File: config.mk
export PLATFORM = sky130hd
export DESIGN_NAME = txc_oreg
export DESIGN_NICKNAME = d
export VERILOG_FILES = /design/src/hdl/txc_pkg.sv /design/src/hdl/txc_oreg.sv
export SDC_FILE = /design/constraint.sdc
export NUM_CORES = 1
export LEC_CHECK = 0
export BUFFER_PORTS_ARGS = -buffer_cell sky130_fd_sc_hd__buf_4
export CAP_MARGIN = 20
export CORE_UTILIZATION = 37
export CTS_BUF_LIST = sky130_fd_sc_hd__clkbuf_8
export CTS_CLUSTER_DIAMETER = 120
export DETAILED_ROUTE_END_ITERATION = 7
export HOLD_SLACK_MARGIN = 0.1
export PLACE_DENSITY = 0.85
export SYNTH_ARGS = -nofsm -noshare
export SYNTH_HDL_FRONTEND = slang
export SYNTH_SLANG_ARGS = --single-unit
File: constraint.sdc
create_clock -name clk -period 0.8 [get_ports clk]
set_clock_uncertainty 0.2 [all_clocks]
set_input_delay 0.04 -clock clk [delete_from_list [all_inputs] [get_ports clk]]
set_output_delay 0.04 -clock clk [all_outputs]
set_load 0.05 [all_outputs]
File: src/hdl/txc_pkg.sv
// ----------------------------------------------------------------------------
// txc_pkg
// Shared constants, types and the address helper function of the text console engine.
// ----------------------------------------------------------------------------
package txc_pkg;

  localparam int HISTORY_ROWS = 256;
  localparam int SCREEN_COLS  = 80;
  localparam int SCREEN_ROWS  = 25;
  localparam int STORE_CELLS  = HISTORY_ROWS * SCREEN_COLS;

  localparam int ROW_W  = $clog2(HISTORY_ROWS);
  localparam int COL_W  = 7;
  localparam int SROW_W = 5;
  localparam int ADDR_W = $clog2(STORE_CELLS);
  localparam int CELL_W = 16;
  localparam int POS_W  = 11;
  localparam int ATTR_W = 8;
  localparam int CHAR_W = 8;
  localparam int CMD_W  = 3;
  localparam int TAB_STEP = 8;

  localparam logic [CMD_W-1:0] CMD_PUT_CHAR    = 3'd0;
  localparam logic [CMD_W-1:0] CMD_SCROLL_UP   = 3'd1;
  localparam logic [CMD_W-1:0] CMD_SCROLL_DOWN = 3'd2;
  localparam logic [CMD_W-1:0] CMD_SET_CURSOR  = 3'd3;
  localparam logic [CMD_W-1:0] CMD_CLEAR       = 3'd4;
  localparam logic [CMD_W-1:0] CMD_READ_CELL   = 3'd5;

  localparam logic [CHAR_W-1:0] CH_BS    = 8'd8;
  localparam logic [CHAR_W-1:0] CH_TAB   = 8'd9;
  localparam logic [CHAR_W-1:0] CH_NL    = 8'd10;
  localparam logic [CHAR_W-1:0] CH_CR    = 8'd13;
  localparam logic [CHAR_W-1:0] CH_SPACE = 8'h20;

  localparam logic [ATTR_W-1:0] ATTR_RESET = 8'd7;

  typedef enum logic [2:0] {
    S_INIT,
    S_IDLE,
    S_EXEC,
    S_READ,
    S_BLANK,
    S_CLEAR,
    S_RESULT
  } state_t;

  typedef struct packed {
    logic              we;
    logic              re;
    logic [ADDR_W-1:0] addr;
    logic [CELL_W-1:0] wdata;
  } store_req_t;

  typedef struct packed {
    logic [POS_W-1:0]  cursor_pos;
    logic [CELL_W-1:0] cell_word;
  } result_t;

  function automatic logic [ADDR_W-1:0] phys_addr(input logic [ROW_W-1:0] ring,
                                                  input logic [ROW_W-1:0] hrow,
                                                  input logic [COL_W-1:0] col);
    logic [ROW_W:0]   sum;
    logic [ROW_W-1:0] prow;
    sum = {1'b0, ring} + {1'b0, hrow};
    if (sum >= (ROW_W+1)'(HISTORY_ROWS)) begin
      sum = sum - (ROW_W+1)'(HISTORY_ROWS);
    end
    prow = sum[ROW_W-1:0];
    return ADDR_W'(prow) * ADDR_W'(SCREEN_COLS) + ADDR_W'(col);
  endfunction

endpackage

File: src/hdl/txc_oreg.sv
// ----------------------------------------------------------------------------
// txc_oreg
// Output holding register that parts the engine from the result stream.
// ----------------------------------------------------------------------------
module txc_oreg
  import txc_pkg::*;
(
  input  logic        clk,
  input  logic        rst,
  input  logic        load,
  input  result_t     res,
  output logic        free,
  output logic        m_axis_tvalid,
  input  logic        m_axis_tready,
  output logic [31:0] m_axis_tdata
);

  result_t data;

  assign free = !m_axis_tvalid || m_axis_tready;
  assign m_axis_tdata = {5'b0, data.cursor_pos, data.cell_word};

  always_ff @(posedge clk) begin
    if (rst) begin
      m_axis_tvalid <= 1'b0;
    end else if (load) begin
      m_axis_tvalid <= 1'b1;
    end else if (m_axis_tready) begin
      m_axis_tvalid <= 1'b0;
    end
  end

  always_ff @(posedge clk) begin
    if (load) begin
      data <= res;
    end
  end

endmodule

---- After elaboration in Yosys (flattened, before gate mapping) ----
Index checks and enable logic that the tools add are counted.
storage, ports and cells
  register bits after elaboration ......... 28
  bits of input ports ..................... 31
  output and inout port bits .............. 34
  word-level logic and storage cells ...... 8
operators by class
  multiplexer cells ....................... 2
  reductions and logical operators ........ 3
operator list
  cell                count
  2-to-1 mux 1 bit    2
  nonzero test 2 bit  1
  logical NOT 1 bit   1
  logical OR 1 bit    1

---- Logic depth before layout (Yosys ltp) ----
Gate-level depths: netlist of the first run.
  depth in word-level cells ............... 2
  depth in mapped cells ................... 2
  gate-level depth less buffers ........... 2

---- Worst setup path before layout of the first run ----
Ideal clock, no wire load.
  path kind ............................... register to register
  from .................................... reg m_axis_tvalid (netlist name)
  to ...................................... reg m_axis_tvalid
  setup time .............................. 67 ps
  data arrival time ....................... 1037 ps
  required time ........................... 533 ps
  setup slack ............................. -504 ps
  stages on the path, launching flop included .. 3
  buffers on the path ..................... 0
  period minus slack after synthesis ...... 1304 ps
  cell sequence ........................... dfxtp_1 -> nand2b_4 -> a21oi_2
RTL lines
  item                  RTL line        source
  end signal, assigned  txc_oreg.sv:25  m_axis_tvalid <= 1'b0;
  end signal, assigned  txc_oreg.sv:27  m_axis_tvalid <= 1'b1;
  end signal, assigned  txc_oreg.sv:29  m_axis_tvalid <= 1'b0;
  end, declared         txc_oreg.sv:13  output logic m_axis_tvalid,

---- Worst setup path in the final report of the first run ----
  from .................................... reg m_axis_tvalid
  to ...................................... out free
between the ends
  longest elaborated chain between the ends .. 2
RTL lines
  item               RTL line        source
  logical NOT 1 bit  txc_oreg.sv:20  assign free = !m_axis_tvalid || m_axis_tready;
  logical OR 1 bit   txc_oreg.sv:20
  end, declared      txc_oreg.sv:12  output logic free,
No other way between the ends.

==> impl_metrics.yaml, run 1 <==
status:
  status: "finished with violations"
  violations: "hold timing, setup timing"
min_path:
  hp-class: "in2reg"
  whs_path_depth: 1
worst_setup_path:
  endpoint_kind: "output pin"
  worstSetupPathType: "reg2out"
  startpoint_type: "flop"
  ff2ff_path_depth: 3
  crit_arrival_ns: 0.84
  crit_fanout: 2
  worstPathRequired_ns: 0.56
synth:
  async_flop_share_pct: 0
  synth_simple_gate_area_share_pct: 1.53
  ys_seq_area_share_pct: 92.5
  synth.most_common_cell: "edfxtp_1"
  synth_edf_count: 27
  synth.distinct_cells: 7
  netlist_area_um2: 898
  synthTopCellsByArea: "edfxtp_1 (90%), buf_4 (4.2%), dfxtp_1 (2.2%)"
  yosysWarningCount: 0
  synthMuxAreaShare_pct: 0
  synth_top_area_share_pct: 90.3
  synthXorXnorAreaFrac_pct: 0
  ys_ff_latch: 28
  synth_top_family_by_area: "buffers and inverters"
  synth_flop_cell: "edfxtp_1"
  synth_fa_ha_area_share_pct: 0
  synth_area_leader_cell: "edfxtp_1"
  synthCells: 37
  yosys-top-cells-count: "edfxtp_1 (27), buf_4 (5)"
  syn_area_per_cell_um2: 24.3
  synth_compound_area_share_pct: 0.975
drt:
  totalWireLength_um: 1590
  met2_length_um: 904
  wl_met3_um: 162
  drtIter0Drc: 0
  drc_errors: 0
  avgRoutedWirePerCell_um: 12.2
  postRouteAntennaNets: 0
  via_per_inst: 4.11
  dr.max_layer_used: "met3"
  drt_first_pass_iters: 1
  via_count: 539
  wl_met1_um: 526
floorplanning:
  die_h_um: 51.3
  die_w_um: 51.3
  start_util_pct: 39.8
  dieArea_mm2: 0.00263
  row_count: 17
  core_area_mm2: 0.00225
  io_pins: 65
clocking:
  cts_root_buf: "clkbuf_8"
  cts_buffer_depth: 2
  cts_buffers: 3
  tritoncts: "done"
  h-tree-depth: 1
  cts_hold_buf: 1
  clk_latency_ns: 0.26
  cts_sinks: 28
  clk_pin_slew_worst_paths_ns: 0.08
finish:
  finalNonFillerCells: 131
  fin_util_pct: 69.9
  antenna_cells: 0
  nNetsFinal: 135
  num-fill-cells: 161
  final_area_mm2: 0.00158
  drive_gt1_share_pct: 66.0
  syn2layout_area_growth_pct: 75.3
sta:
  fmax_ghz: 0.925
  rsz0062_at_grt: "yes"
  slew_violations: 0
  holdWs_ns: -0.251
  setup_slack_ns: -0.281
  fin_crit_ns: 1.08
  timing.final.hold_violations: 55
  setup_viol: 30
  period_share_pct: 135
global_routing:
  antenna_found_initial: 0
  grt_util_all_layers_pct: 12.4
  grt_pass1_wl_um: 2240
  grt_pass1_vias: 509
  grt_max_degree: 16
  grt.overflow.total: 0
job:
  max-cap-violations: 0
place:
  dpl_worst_slack_ns: -0.0245
  io_buffers: 59
  dpl-instance-area_mm2: 0.00140
  gp_congestion: 0.655
  dpl.cell_count: 125
power_and_ir_drop:
  ir_drop_mv: 1.42
  p_leak_nw: 0.684
  p_per_area_mw_per_mm2: 2150
-- critical path, cell delays in order, from the launching register on --
cell and delay (ns):
dfxtp_4 0.36, nand2b_4 0.07, buf_8 0.14
-- what timing repair did --
action	CTS	global route
hold endpoints to repair	55	55
endpoints found under the setup margin	29	30
buffers inserted	0	1
gates resized for setup	30	1
pin swaps	0	1
-- worst paths after layout --
path | startpoint | end | slack (ns)
worst min-delay path | res[11] | m_axis_tdata[11]$_DFFE_PP_ | -0.25
worst max register to register | m_axis_tvalid$_SDFFE_PP0P_ | m_axis_tvalid$_SDFFE_PP0P_ | -0.14
worst max-delay path | m_axis_tvalid$_SDFFE_PP0P_ | free | -0.28
worst min register to register | m_axis_tvalid$_SDFFE_PP0P_ | m_axis_tvalid$_SDFFE_PP0P_ | 0.41
-- cell families after synthesis --
group / Yosys count
flops: 28
simple gates: 1
compound gates: 1
buf+inv: 6
other cells: 1
-- cells in the final DEF, fill, tap and decap left out --
master | netlist | layout
clkbuf_8 | 0 | 3
conb_1 | 1 | 5
buf_4 | 5 | 31
dfxtp_4 | 0 | 1
a21oi_2 | 1 | 1
dlymetal6s4s_1 | 0 | 1
clkinv_1 | 0 | 1
edfxtp_1 | 27 | 27
buf_6 | 0 | 28
nand2b_4 | 1 | 1
buf_12 | 0 | 2
inv_1 | 1 | 1
buf_8 | 0 | 1
-- sequential cells by signal (all words and copies together) (netlist names) --
| name | count |
|---|---|
| m_axis_tdata | 27 |
| m_axis_tvalid | 1 |
-- power by group --
part	switching, mW	internal, mW
sequential	0.0503	1.73
combinational	0.550	0.335
clock	0.377	0.343
-- routing by layer --
metal | track usage, % | up-vias
li1 | - | 258
met1 | 12.9 | 247
met2 | 23.5 | 34
met3 | 3.57 | 0
met4 | 4.05 | 0
met5 | 0 | -
-- final cells by class --
class | count | area (µm²) | area share (%)
Sequential cell | 28 | 835 | 53.0
Timing Repair Buffer | 63 | 616 | 39.1
Multi-Input combinational cell | 7 | 41.3 | 2.62
Clock buffer | 3 | 41.3 | 2.62
Tap cell | 28 | 35.0 | 2.22
Clock inverter | 1 | 3.75 | 0.238
Inverter | 1 | 3.75 | 0.238
-- per-stage QoR --
step	hold WS (ns)	power, mW	TNS (ns)
after floorplan	-0.107	2.29	-1.30
after global placement	-0.0123	2.59	-0.0172
after detailed placement	-0.0108	2.60	-0.0333
after CTS	-0.259	3.42	-7.71
after global routing	-0.270	3.53	-8.57
final	-0.251	3.39	-7.46
Note: power is estimated with default switching activity, not from simulation.
==> inputs of run 2 (changes only) <==
- CORE_MARGIN: default -> 1
- PLACE_DENSITY: 0.85 -> default
- PLACE_DENSITY_LB_ADDON: default -> 0.15
==> run 2 against run 1 <==
Against the previous run:
- the flow still finishes with violations (hold timing, setup timing)
- flip-flop and latch count did not move
- die area did not move
- setup slack got worse by 0.0075 ns
- combinational power barely moved
- critical endpoint unchanged
- global-route usage rose by 1.1 points
- largest power group unchanged
- power rose by 0.13%
- highest routed layer is now met4
- final cell count fell by 0.76%
==> impl_metrics.yaml, run 2 (synthesized netlist as in run 1, its figures left out) <==
drt:
  via_count: 557
  avgRoutedWirePerCell_um: 12.9
  postRouteAntennaNets: 0
  totalWireLength_um: 1670
  via_per_inst: 4.28
  drt_first_pass_iters: 4
  drtIter0Drc: 6
  drc_errors: 0
place:
  dpl.cell_count: 125
  gp_congestion: 0.717
  io_buffers: 59
finish:
  nNetsFinal: 134
  finalNonFillerCells: 130
  layout_commonest_cell: "buf_4"
  largest_reg_flops: 27
  syn2layout_area_growth_pct: 74.8
  mostFrequentLayoutCells: "buf_4 (30), buf_6 (28), edfxtp_1 (27)"
  antenna_cells: 0
  drive_gt1_share_pct: 66.7
sta:
  period_share_pct: 136
  setup_viol: 30
  timing.final.hold_violations: 55
  fmax_ghz: 0.919
  fin_crit_ns: 1.09
  setup_slack_ns: -0.288
  holdWs_ns: -0.286
  slew_violations: 0
  rsz0062_at_grt: "yes"
power_and_ir_drop:
  p_comb_share_pct: 26.1
  sw_frac_of_total_pct: 28.9
  ir_drop_mv: 1.30
  switchingPower_mw: 0.982
  internal_power_mw: 2.41
  power_frac_seq_pct: 52.7
  clkPwrFrac_pct: 21.2
  p_leak_nw: 0.678
  p_per_area_mw_per_mm2: 2160
min_path:
  hp-class: "in2reg"
floorplanning:
  die_h_um: 51.3
  io_pins: 65
  dieArea_mm2: 0.00263
  row_count: 17
  die_w_um: 51.3
  core_area_mm2: 0.00225
  start_util_pct: 39.8
job:
  max-cap-violations: 0
global_routing:
  grt_util_all_layers_pct: 13.5
  antenna_found_initial: 0
  grt_max_degree: 16
  grt_pass1_vias: 558
  grt_pass1_wl_um: 2530
  grt.overflow.total: 0
clocking:
  cts_root_buf: "clkbuf_8"
  h-tree-depth: 1
  clk_latency_ns: 0.26
  cts_sinks: 28
  clk_pin_slew_worst_paths_ns: 0.08
  cts_buffers: 3
  tritoncts: "done"
  cts_buffer_depth: 2
status:
  violations: "hold timing, setup timing"
  status: "finished with violations"
worst_setup_path:
  worstSetupPathType: "reg2out"
  startpoint_type: "flop"
  crit_fanout: 2
  endpoint_kind: "output pin"
  crit_arrival_ns: 0.85
  worstPathRequired_ns: 0.56
[run 2: area by class of cell]
class | count | area, µm²
clock buffer | 3 | 41.3
inverter | 1 | 3.75
clock inverter | 1 | 3.75
multi-input combinational | 7 | 41.3
timing repair buffer | 62 | 611
sequential | 28 | 835
fill | 159 | 684
tap | 28 | 35.0
[run 2: worst max-delay path: stages (launching register included)]
cell	delay, ns
dfxtp_4	0.37
nand2b_4	0.07
buf_8	0.15
[run 2: what timing repair did]
action	CTS	global route
setup buffers	1	0
endpoints found under the hold margin	55	55
gates resized for setup	31	1
pin swaps	0	1
setup endpoints to repair	29	30
[run 2: per-stage QoR]
stage / power [mW] / util (%) / instance area (µm²) / TNS (ns) / setup slack (ns)
2_1_floorplan: 2.29 / - / 917 / -1.30 / -0.184
4_1_cts: 3.41 / 69.5 / 1570 / -7.75 / -0.303
6_report: 3.39 / 69.6 / 1570 / -7.58 / -0.288
3_5_place_dp: 2.61 / 62.0 / 1400 / -0.0424 / -0.0230
3_3_place_gp: 2.60 / 62.0 / 1400 / -0.0187 / -0.0187
5_1_grt: 3.50 / 69.6 / 1570 / -8.51 / -0.323
[run 2: final timing paths]
check	start	to	slack [ns]	depth (start not counted)
setup / recovery	m_axis_tvalid$_SDFFE_PP0P_	free	-0.29	2
hold / removal	rst	m_axis_tvalid$_SDFFE_PP0P_	-0.29	2
setup reg to reg	m_axis_tvalid$_SDFFE_PP0P_	m_axis_tvalid$_SDFFE_PP0P_	-0.13	3
hold reg to reg	m_axis_tvalid$_SDFFE_PP0P_	m_axis_tvalid$_SDFFE_PP0P_	0.41	3
[run 2: power by group through the flow]
stage | Sequential, mW | Combinational [mW] | Clock, mW
final | 1.79 | 0.885 | 0.719
after global routing | 1.80 | 0.915 | 0.782
after global placement | 1.79 | 0.802 | 0
after detailed placement | 1.80 | 0.808 | 0
after CTS | 1.79 | 0.886 | 0.733
after floorplan | 2.20 | 0.0876 | 0
[run 2: routing by layer]
layer,GRT usage (%),vias to the layer above,routed length [µm]
li1,-,259,-
met1,14.9,253,602
met2,24.6,43,919
met3,3.57,2,129
met4,5.41,0,19
met5,0,-,0
